[src/hdl/gclp_pkg.sv]
// ============================================================================
// G-code line parser package
// Shared types, character codes and constants for the line parser.
// ============================================================================
package gclp_pkg;

    localparam int COORD_WIDTH_DEF = 32;
    localparam int M_DATA_W        = 184;

    localparam logic [15:0] G_NONE = 16'd256;
    localparam logic [15:0] G_MAX  = 16'd255;

    localparam logic [7:0] CH_NUL   = 8'h00;
    localparam logic [7:0] CH_TAB   = 8'h09;
    localparam logic [7:0] CH_LF    = 8'h0A;
    localparam logic [7:0] CH_VT    = 8'h0B;
    localparam logic [7:0] CH_FF    = 8'h0C;
    localparam logic [7:0] CH_CR    = 8'h0D;
    localparam logic [7:0] CH_SPACE = 8'h20;
    localparam logic [7:0] CH_PCT   = 8'h25;
    localparam logic [7:0] CH_LPAR  = 8'h28;
    localparam logic [7:0] CH_STAR  = 8'h2A;
    localparam logic [7:0] CH_PLUS  = 8'h2B;
    localparam logic [7:0] CH_MINUS = 8'h2D;
    localparam logic [7:0] CH_DOT   = 8'h2E;
    localparam logic [7:0] CH_ZERO  = 8'h30;
    localparam logic [7:0] CH_NINE  = 8'h39;
    localparam logic [7:0] CH_SEMI  = 8'h3B;
    localparam logic [7:0] CH_CASE  = 8'h20;
    localparam logic [7:0] CH_G     = 8'h67;
    localparam logic [7:0] CH_N     = 8'h6E;
    localparam logic [7:0] CH_X     = 8'h78;
    localparam logic [7:0] CH_Y     = 8'h79;
    localparam logic [7:0] CH_Z     = 8'h7A;

    typedef enum logic [2:0] {
        FL_NONE,
        FL_G,
        FL_N,
        FL_X,
        FL_Y,
        FL_Z,
        FL_CS
    } field_t;

    typedef enum logic [1:0] {
        PH_IDLE,
        PH_LEAD,
        PH_SIGN,
        PH_DIGITS
    } phase_t;

    typedef struct packed {
        logic [31:0]       line_count;
        logic [7:0]        xor_accum;
        field_t            field_letter;
        phase_t            number_phase;
        logic              number_negative;
        logic              in_fraction;
        logic [1:0]        fraction_digits;
        logic [4:0]        field_flags;
        logic              error_flag;
        logic              scan_stopped;
        logic [15:0]       g_value;
        logic [31:0]       n_value;
        logic [2:0][31:0]  coord_values;
        logic [7:0]        checksum_given;
        logic [7:0]        checksum_computed;
    } line_state_t;

    typedef struct packed {
        logic [31:0] line_counter;
        logic [31:0] z_value;
        logic        has_z;
        logic [31:0] y_value;
        logic        has_y;
        logic [31:0] x_value;
        logic        has_x;
        logic [31:0] line_number;
        logic        has_n;
        logic [15:0] g_code;
        logic        accepted;
    } result_t;

    function automatic logic [9:0] frac_scale(input logic [1:0] fd);
        logic [9:0] s;
        case (fd)
            2'd0:    s = 10'd100;
            2'd1:    s = 10'd10;
            2'd2:    s = 10'd1;
            default: s = 10'd0;
        endcase
        return s;
    endfunction

    function automatic line_state_t line_clear(input logic [31:0] line_count);
        line_state_t s;
        s                   = '0;
        s.line_count        = line_count;
        s.field_letter      = FL_NONE;
        s.number_phase      = PH_IDLE;
        s.g_value           = G_NONE;
        return s;
    endfunction

endpackage

[src/hdl/gclp_step.sv]
// ============================================================================
// G-code line parser character step
// Next line state for one character, and the result at end of line.
// ============================================================================
module gclp_step import gclp_pkg::*;
#(
    parameter int COORD_WIDTH = COORD_WIDTH_DEF
)
(
    input  logic                                          op,
    input  logic [7:0]                                    ch,
    input  logic                                          end_of_line,
    input  line_state_t                                   st,
    input  logic [((COORD_WIDTH > 32) ? COORD_WIDTH : 32):0] acc,
    output line_state_t                                   st_next,
    output logic [((COORD_WIDTH > 32) ? COORD_WIDTH : 32):0] acc_next,
    output logic                                          res_valid,
    output result_t                                       res
);

    localparam int ACC_W = ((COORD_WIDTH > 32) ? COORD_WIDTH : 32) + 1;
    localparam int SUM_W = ACC_W + 4;
    localparam logic [SUM_W-1:0] CAP_INT = SUM_W'(1) << 32;
    localparam logic [SUM_W-1:0] CAP_DEC = SUM_W'(1) << COORD_WIDTH;
    localparam logic [ACC_W-1:0] HALF    = ACC_W'(1) << (COORD_WIDTH - 1);

    function automatic logic [ACC_W-1:0] add_digit(
        input logic [ACC_W-1:0] a,
        input logic             dec,
        input logic             frac,
        input logic [1:0]       fd,
        input logic [3:0]       d
    );
        logic [SUM_W-1:0] x10;
        logic [SUM_W-1:0] sum;
        logic [SUM_W-1:0] cap;
        logic [13:0]      d1000;
        x10   = (SUM_W'(a) << 3) + (SUM_W'(a) << 1);
        d1000 = 14'(d) * 14'd1000;
        cap   = dec ? CAP_DEC : CAP_INT;
        if (!dec)
        begin
            sum = x10 + SUM_W'(d);
        end
        else if (!frac)
        begin
            sum = x10 + SUM_W'(d1000);
        end
        else if (fd != 2'd3)
        begin
            sum = SUM_W'(a) + SUM_W'(10'(d) * frac_scale(fd));
        end
        else
        begin
            sum = SUM_W'(a);
        end
        return (sum > cap) ? cap[ACC_W-1:0] : sum[ACC_W-1:0];
    endfunction

    function automatic logic [31:0] long_val(input logic [ACC_W-1:0] a, input logic neg);
        logic [31:0] v;
        if (!neg)
        begin
            v = (a > ACC_W'(32'h7FFF_FFFF)) ? 32'h7FFF_FFFF : a[31:0];
        end
        else
        begin
            v = (a > ACC_W'(32'h8000_0000)) ? 32'h8000_0000 : 32'd0 - a[31:0];
        end
        return v;
    endfunction

    function automatic logic [31:0] coord_val(input logic [ACC_W-1:0] a, input logic neg);
        logic [ACC_W-1:0] v;
        if (!neg)
        begin
            v = (a > HALF - ACC_W'(1)) ? HALF - ACC_W'(1) : a;
        end
        else
        begin
            v = (a > HALF) ? ACC_W'(0) - HALF : ACC_W'(0) - a;
        end
        return v[31:0];
    endfunction

    function automatic line_state_t commit_num(input line_state_t si, input logic [ACC_W-1:0] a);
        line_state_t so;
        logic [31:0] lv;
        logic [31:0] cv;
        so = si;
        lv = long_val(a, si.number_negative);
        cv = coord_val(a, si.number_negative);
        case (si.field_letter)
            FL_G:
            begin
                so.g_value        = lv[15:0];
                so.field_flags[0] = 1'b1;
                if (lv[15:0] > G_MAX)
                begin
                    so.error_flag = 1'b1;
                end
            end
            FL_N:
            begin
                so.n_value        = lv;
                so.field_flags[1] = 1'b1;
                if (si.line_count + 32'd1 == lv || si.line_count == lv)
                begin
                    so.line_count = lv;
                end
                else
                begin
                    so.error_flag = 1'b1;
                end
            end
            FL_X:
            begin
                so.coord_values[0] = cv;
                so.field_flags[2]  = 1'b1;
            end
            FL_Y:
            begin
                so.coord_values[1] = cv;
                so.field_flags[3]  = 1'b1;
            end
            FL_Z:
            begin
                so.coord_values[2] = cv;
                so.field_flags[4]  = 1'b1;
            end
            FL_CS:
            begin
                so.checksum_given = lv[7:0];
                if (lv[7:0] != si.checksum_computed)
                begin
                    so.error_flag = 1'b1;
                end
            end
            default:
            begin
            end
        endcase
        so.field_letter = FL_NONE;
        so.number_phase = PH_IDLE;
        if (so.error_flag)
        begin
            so.scan_stopped = 1'b1;
        end
        return so;
    endfunction

    line_state_t      s;
    logic [ACC_W-1:0] a;
    logic             is_digit;
    logic             is_blank;
    logic             is_dec;
    logic             is_end;
    logic             cont;
    logic             skip;
    logic [7:0]       lower;
    logic [3:0]       d;

    assign is_digit = (ch >= CH_ZERO) && (ch <= CH_NINE);
    assign is_blank = (ch == CH_SPACE) || (ch == CH_TAB) || (ch == CH_VT) || (ch == CH_FF);
    assign is_dec   = (st.field_letter == FL_X) || (st.field_letter == FL_Y)
                   || (st.field_letter == FL_Z);
    assign is_end   = (ch == CH_NUL) || (ch == CH_LPAR) || (ch == CH_PCT) || (ch == CH_SEMI)
                   || (ch == CH_LF) || (ch == CH_CR);
    assign lower    = ch | CH_CASE;
    assign d        = ch[3:0];

    always_comb
    begin
        s         = st;
        a         = acc;
        cont      = 1'b0;
        skip      = 1'b0;
        res_valid = 1'b0;
        res       = '0;
        if (op)
        begin
            s.line_count = '0;
        end
        else
        begin
            if (!s.scan_stopped)
            begin
                if (s.number_phase != PH_IDLE)
                begin
                    if (s.number_phase == PH_LEAD && is_blank)
                    begin
                        cont = 1'b1;
                    end
                    else if (s.number_phase == PH_LEAD && (ch == CH_PLUS || ch == CH_MINUS))
                    begin
                        cont              = 1'b1;
                        s.number_negative = (ch == CH_MINUS);
                        s.number_phase    = PH_SIGN;
                    end
                    else if (is_digit)
                    begin
                        cont           = 1'b1;
                        s.number_phase = PH_DIGITS;
                        a = add_digit(acc, is_dec, st.in_fraction, st.fraction_digits, d);
                        if (is_dec && st.in_fraction && st.fraction_digits != 2'd3)
                        begin
                            s.fraction_digits = st.fraction_digits + 2'd1;
                        end
                    end
                    else if (is_dec && ch == CH_DOT && !st.in_fraction)
                    begin
                        cont           = 1'b1;
                        s.number_phase = PH_DIGITS;
                        s.in_fraction  = 1'b1;
                    end
                    if (cont)
                    begin
                        s.xor_accum = st.xor_accum ^ ch;
                        skip        = 1'b1;
                    end
                    else
                    begin
                        s    = commit_num(s, acc);
                        skip = s.scan_stopped;
                    end
                end
                if (!skip)
                begin
                    if (is_end)
                    begin
                        s.scan_stopped = 1'b1;
                    end
                    else if (ch == CH_STAR)
                    begin
                        if (!s.field_flags[1])
                        begin
                            s.error_flag   = 1'b1;
                            s.scan_stopped = 1'b1;
                        end
                        else
                        begin
                            s.checksum_computed = s.xor_accum;
                            s.xor_accum         = CH_STAR;
                            s.field_letter      = FL_CS;
                        end
                    end
                    else
                    begin
                        s.xor_accum = s.xor_accum ^ ch;
                        case (lower)
                            CH_G:    s.field_letter = FL_G;
                            CH_N:    s.field_letter = FL_N;
                            CH_X:    s.field_letter = FL_X;
                            CH_Y:    s.field_letter = FL_Y;
                            CH_Z:    s.field_letter = FL_Z;
                            default: s.field_letter = FL_NONE;
                        endcase
                    end
                    if (s.field_letter != FL_NONE)
                    begin
                        s.number_phase    = PH_LEAD;
                        s.number_negative = 1'b0;
                        s.in_fraction     = 1'b0;
                        s.fraction_digits = 2'd0;
                        a                 = '0;
                    end
                end
            end
            if (end_of_line)
            begin
                if (!s.scan_stopped && s.number_phase != PH_IDLE)
                begin
                    s = commit_num(s, a);
                end
                if (s.field_flags[1] && s.checksum_given == 8'd0)
                begin
                    s.error_flag = 1'b1;
                end
                res_valid        = 1'b1;
                res.accepted     = !s.error_flag && s.field_flags[0] && (s.g_value <= G_MAX);
                res.g_code       = s.g_value;
                res.has_n        = s.field_flags[1];
                res.line_number  = s.n_value;
                res.has_x        = s.field_flags[2];
                res.x_value      = s.coord_values[0];
                res.has_y        = s.field_flags[3];
                res.y_value      = s.coord_values[1];
                res.has_z        = s.field_flags[4];
                res.z_value      = s.coord_values[2];
                res.line_counter = s.line_count;
                s                = line_clear(s.line_count);
                a                = '0;
            end
        end
        st_next  = s;
        acc_next = a;
    end

endmodule

[src/hdl/gcode_line_parser_core.sv]
// ============================================================================
// G-code line parser core
// Parses G, N, X, Y, Z and XOR checksum fields of G-code lines, one
// character per cycle while s_tready is high, and gives one result per line.
// ============================================================================
// Input channel (s_*): one item per character. s_tdata carries the character,
// s_tlast marks the final character of a line, s_tuser set to one clears the
// line counter instead (character and tlast are then ignored).
// Output channel (m_*): one item per line, the parsed fields, the accepted
// flag and the line counter as it stands after the line.
// Throughput: one character per cycle; the parse of a character, including
// the multiply by ten of the number accumulator and the final field commit,
// sits between the line state register and the result register.
// Result: m_tvalid rises in the cycle after the last character of its line is accepted.
// Reset: line counter zero, per-line state cleared, no result pending.
// Stall: the result register holds while m_tready is low; s_tready drops only
// while a result waits and m_tready is low, and rises again the cycle the
// result is taken.
// ============================================================================
module gcode_line_parser_core import gclp_pkg::*;
#(
    parameter int COORD_WIDTH = COORD_WIDTH_DEF
)
(
    input  logic                 clk,
    input  logic                 rst_n,
    input  logic                 s_tvalid,
    output logic                 s_tready,
    input  logic [7:0]           s_tdata,   // ch
    input  logic                 s_tuser,   // op
    input  logic                 s_tlast,   // end_of_line
    output logic                 m_tvalid,
    input  logic                 m_tready,
    output logic [M_DATA_W-1:0]  m_tdata    // accepted, g_code, has_n, line_number,
                                            // has_x, x_value, has_y, y_value,
                                            // has_z, z_value, line_counter, zero pad
);

    localparam int ACC_W = ((COORD_WIDTH > 32) ? COORD_WIDTH : 32) + 1;

    line_state_t          st_reg;
    line_state_t          st_next;
    logic [ACC_W-1:0]     acc_reg;
    logic [ACC_W-1:0]     acc_next;
    logic                 m_tvalid_reg;
    logic                 m_tvalid_next;
    logic [M_DATA_W-1:0]  m_tdata_reg;
    logic                 res_valid;
    result_t              res;
    logic                 s_fire;

    gclp_step #(
        .COORD_WIDTH (COORD_WIDTH)
    ) u_step (
        .op          (s_tuser),
        .ch          (s_tdata),
        .end_of_line (s_tlast),
        .st          (st_reg),
        .acc         (acc_reg),
        .st_next     (st_next),
        .acc_next    (acc_next),
        .res_valid   (res_valid),
        .res         (res)
    );

    assign s_tready = !m_tvalid_reg || m_tready;
    assign s_fire   = s_tvalid && s_tready;

    always_comb
    begin
        m_tvalid_next = m_tvalid_reg;
        if (s_fire && res_valid)
        begin
            m_tvalid_next = 1'b1;
        end
        else if (m_tready)
        begin
            m_tvalid_next = 1'b0;
        end
    end

    always_ff @(posedge clk or negedge rst_n)
    begin
        if (!rst_n)
        begin
            st_reg       <= line_clear(32'd0);
            acc_reg      <= '0;
            m_tvalid_reg <= 1'b0;
        end
        else
        begin
            if (s_fire)
            begin
                st_reg  <= st_next;
                acc_reg <= acc_next;
            end
            m_tvalid_reg <= m_tvalid_next;
        end
    end

    always_ff @(posedge clk)
    begin
        if (s_fire && res_valid)
        begin
            m_tdata_reg <= M_DATA_W'(res);
        end
    end

    assign m_tvalid = m_tvalid_reg;
    assign m_tdata  = m_tdata_reg;

endmodule

[config.mk]
export PLATFORM = sky130hd
export DESIGN_NAME = gcode_line_parser_core
export DESIGN_NICKNAME = d
export VERILOG_FILES = /design/src/hdl/gclp_pkg.sv /design/src/hdl/gclp_step.sv /design/src/hdl/gcode_line_parser_core.sv
export SDC_FILE = /design/constraint.sdc
export NUM_CORES = 2
export LEC_CHECK = 0
export ABC_AREA = 1
export BUFFER_PORTS_ARGS = -buffer_cell sky130_fd_sc_hd__buf_2
export CORE_UTILIZATION = 25
export CTS_BUF_LIST = sky130_fd_sc_hd__clkbuf_4 sky130_fd_sc_hd__clkbuf_8
export DETAILED_ROUTE_END_ITERATION = 12
export SLEW_MARGIN = 15
export SYNTH_ARGS = -nofsm -noshare
export SYNTH_HDL_FRONTEND = slang
export SYNTH_SLANG_ARGS = --single-unit
[constraint.sdc]
create_clock -name clk -period 12.1 [get_ports clk]
set_input_delay 1.815 -clock clk [delete_from_list [all_inputs] [get_ports clk]]
set_output_delay 1.815 -clock clk [all_outputs]
set_load 0.02 [all_outputs]
==> summary.md <==
| Metric | Value |
|---|---|
| Comb power frac | `51.5%` |
| Worst Setup EP | `st_reg[200]` |
| CP endpoint kind | `register` |
| Setup ws final | `about 1.4 ns` |
| Unique masters post-synth | `65` |
| WL per Instance | `22.9 um` |
| Cell Int Power | `3220 uW` |
| Top cells by area, synth | `nand2_1 19%, dfrtp_1 16%, edfxtp_1 14%` |
| Die span in x | `392 um` |
| Vias in the first global route | `39050` |
| Ys async rst share | `58.0%` |
| Crit. Startpoint | `s_tdata[3]` |
| Measured slew at the worst slew-check pin | `1.22 ns` |
| Worst EP arrival | `11.30 ns` |
| Flops & latches, synth | `approximately 430` |
| HPWL Detailed | `143 mm` |
| Sink Count | `431` |
| GPL Wtd Cong | `1.02` |
| Power share of the clock group | `22.5%` |
| Sequential Power Share | `26.0%` |
| Layout area overhead | `12.3%` |
| Rows | `around 140` |
| # fillers | `16747` |
| Cts bufs inserted | `79` |
| Max VDD drop | `0.0694 mV` |
| Drt initial violations | `5065` |
| CTS Hold Bufs | `0` |
| Largest net degree at the start of global routing | `94` |
| Ys Warns | `0` |
| CTS clk-pin slew, worst paths | `~0.060 ns` |
| Crit Reg-Reg Endpoint | `st_reg[200]` |
| EDFF count, synth | `181` |
| Status | `completed` |
| Max Freq | `93.8 MHz` |
| Yosys top cell by area | `nand2_1` |
| Starting Density | `25.3%` |
| Final hold violations | `0` |
| Reg2reg setup slack | `2.24 ns` |
| CTS resizes | `0` |
| Crit path top cell by count | `nand2_1` |
| WP data required | `12.73 ns` |
| TritonCTS clock tree | `built` |
| Min Tclk post-route | `~11 ns` |
| Leak Pwr | `0.0203 uW` |
| Setup_tns | `0 ns` |
| Worst slew margin | `18.9%` |
| Post-route ant nets | `0` |
| Crit-path slowest cell | `fa_1` |
| CTS Buffer Depth | `3` |
| IO Count | `200` |
| Switching pwr | `3410 uW` |
| Worst Path Max Fanout | `32` |
| Max reg flops | `216` |
| Gate Count Post-Synth | `a little under 6000` |
| RSZ-0062 raised after global routing | `false` |
| DR vias/cell | `5.12` |
| Setup Fix Bufs, Post-CTS | `0` |
| Post-synthesis sequential area ratio | `a little under a third` |
| Share of cells above drive strength 1 | `between 10% and 20%` |
| Reg2reg start | `st_reg[167]` |
| Die area | `~150000 sq um` |
| Syn_area_per_cell | `6.38 sq um` |
| Final Max Slew Viols | `0` |
| CP max stage delay | `around 0.6 ns` |
| Vias | `roughly 42000` |
| Remaining Overflow, GRT | `0` |
| IO buf count | `slightly below 200` |
| Core area | `150000 sq um` |
| Final nets | `6232` |
| Max-Cap Viols | `0` |
| Cell Pwr Density | `155 nW/um^2` |
| Drt total wl | `187 mm` |
| Worst hold path class | `reg2reg` |
| Clk_lat worst skew | `approximately 0.74 ns` |
| Die height | `392 um` |
| Startpoint type of the worst setup path | `input port` |
| Commonest register cell after synthesis | `dfrtp_1` |
| Final Setup Violations | `0` |
| Pre-CTS setup slack | `slightly above 0.9 ns` |
| H-tree levels | `3` |
| Final period utilization | `88.1%` |
| Post-synthesis cell area | `around 38000 sq um` |
| First drt pass iteration count | `6` |
| Switching share of total power | `51.4%` |
| Cells on worst reg2reg path | `50` |
| First-pass GRT wire length | `about 270 mm` |
| Initial antenna violation count | `12` |
| Gr usage total | `23.8%` |
| Fin Clk Skew | `0.0487 ns` |
| DRC viols | `0` |
| Clk root buf | `clkbuf_8` |
| Yosys top cell area share | `between 10% and 20%` |
| Worst setup path class | `in2reg` |
stage by stage:
stage / power, uW / cells / area (sq um) / util (%) / hold WS, ns
3_3_place_gp: 5090 / 8030 / 41100 / 27.3 / 0.460
3_5_place_dp: 5080 / 8030 / 41100 / 27.3 / 0.468
2_1_floorplan: 3760 / 5971 / 38100 / - / 0.448
5_1_grt: 6980 / 8179 / 42700 / 28.4 / 0.498
4_1_cts: 6580 / 8177 / 42700 / 28.4 / 0.483
6_report: 6640 / 8180 / 42700 / 28.4 / 0.480
routing by layer:
metal,global-route usage [%],vias to the layer above,wire (um)
met5,0,-,55
met4,10.1,8,8650
met3,3.85,367,15400
met2,37.1,1933,83000
met1,32.4,20010,80200
li1,-,19592,-
power by group through the flow:
stage	registers [uW]	logic, uW	clock network, uW
after floorplan	1710	2050	0
after global placement	1740	3350	0
after detailed placement	1740	3340	0
after CTS	1720	3350	1520
after global routing	1730	3680	1580
final	1720	3420	1490
critical path: cells and delay by family:
family / cells / cell delay, ns
buffers and inverters: 6 / 1.05
AOI/OAI and AO/OA: 8 / 1.28
adders and majority gates: 4 / 1.82
and+or+nand+nor: 37 / 5.17
xor gates and xnor gates: 1 / 0.10
cell usage after synthesis (6+ instances only):
master / n
and2_1: 6
nand3_4: 6
nand2_4: 12
buf_6: 21
inv_1: 693
inv_2: 44
nor3_1: 61
xnor2_1: 12
nor4_1: 6
clkbuf_1: 155
o22ai_1: 55
buf_4: 25
o21ai_0: 562
nor2_4: 9
nor2_1: 569
fa_1: 24
nand3_2: 38
a21oi_2: 9
a211oi_1: 29
nand3b_1: 27
clkinv_1: 7
buf_2: 33
nand3_1: 423
a21oi_1: 286
xor2_1: 97
a22o_1: 7
nand2_2: 73
buf_1: 7
nand2_1: 1901
dfrtp_1: 249
nor2_2: 44
edfxtp_1: 181
ha_1: 99
o21ai_1: 29
nand4_1: 116
placed cells by master (no fill, tap or decap), drive strengths merged, types with 2 or more instances in the layout:
master  count
a211oi     29
a21o        4
a21oi     296
a22o        7
a31oi       5
and2        6
buf       293
clkbuf    116
clkinv     32
conb        3
dfrtp     249
diode       3
edfxtp    181
fa         24
ha         99
inv       742
nand2    1986
nand3     467
nand3b     27
nand4     118
nor2      623
nor3       62
nor3b       2
nor4        6
o211ai      5
o21a        3
o21ai     591
o21bai      2
o22ai      55
or2         5
xnor2      12
xor2       97
how the worst min path moves through the flow:
| stage | slack [ns] | to | from | cells after the start |
|---|---|---|---|---|
| after floorplan | 0.45 | st_reg[100] | st_reg[100] | 2 |
| after global placement | 0.46 | st_reg[32] | st_reg[32] | 2 |
| after detailed placement | 0.47 | st_reg[31] | st_reg[31] | 2 |
| after CTS | 0.48 | st_reg[36] | st_reg[36] | 2 |
| after global routing | 0.50 | st_reg[13] | st_reg[13] | 2 |
| final | 0.48 | st_reg[61] | st_reg[61] | 2 |
layout make-up:
cell class,count,area (sq um),area share [%]
clock buffers,116,1430,3.36
repair buffers,293,1730,4.05
flip-flops and latches,431,11700,27.4
well taps,2016,2520,5.90
multi-input cells,4545,22300,52.2
diodes,3,7.51,0.0176
clock inverters,31,211,0.495
inverters,745,2810,6.57
kinds of logic (layout without fill, tap and decap cells):
kind of cell,count (synthesis),after routing,share of synthesized area [%]
AND/OR/NAND/NOR,3304,3304,37.5
AO/OA/AOI/OAI,1005,1005,14.0
buffers and inverters,995,1185,10.8
flip-flops,431,431,30.7
adder cells (fa/ha/maj),123,123,4.52
XOR/XNOR,109,109,2.51
other,1,6,0.00985
multiplexers,1,1,0.0263
Power figures use the tool's default switching activity.
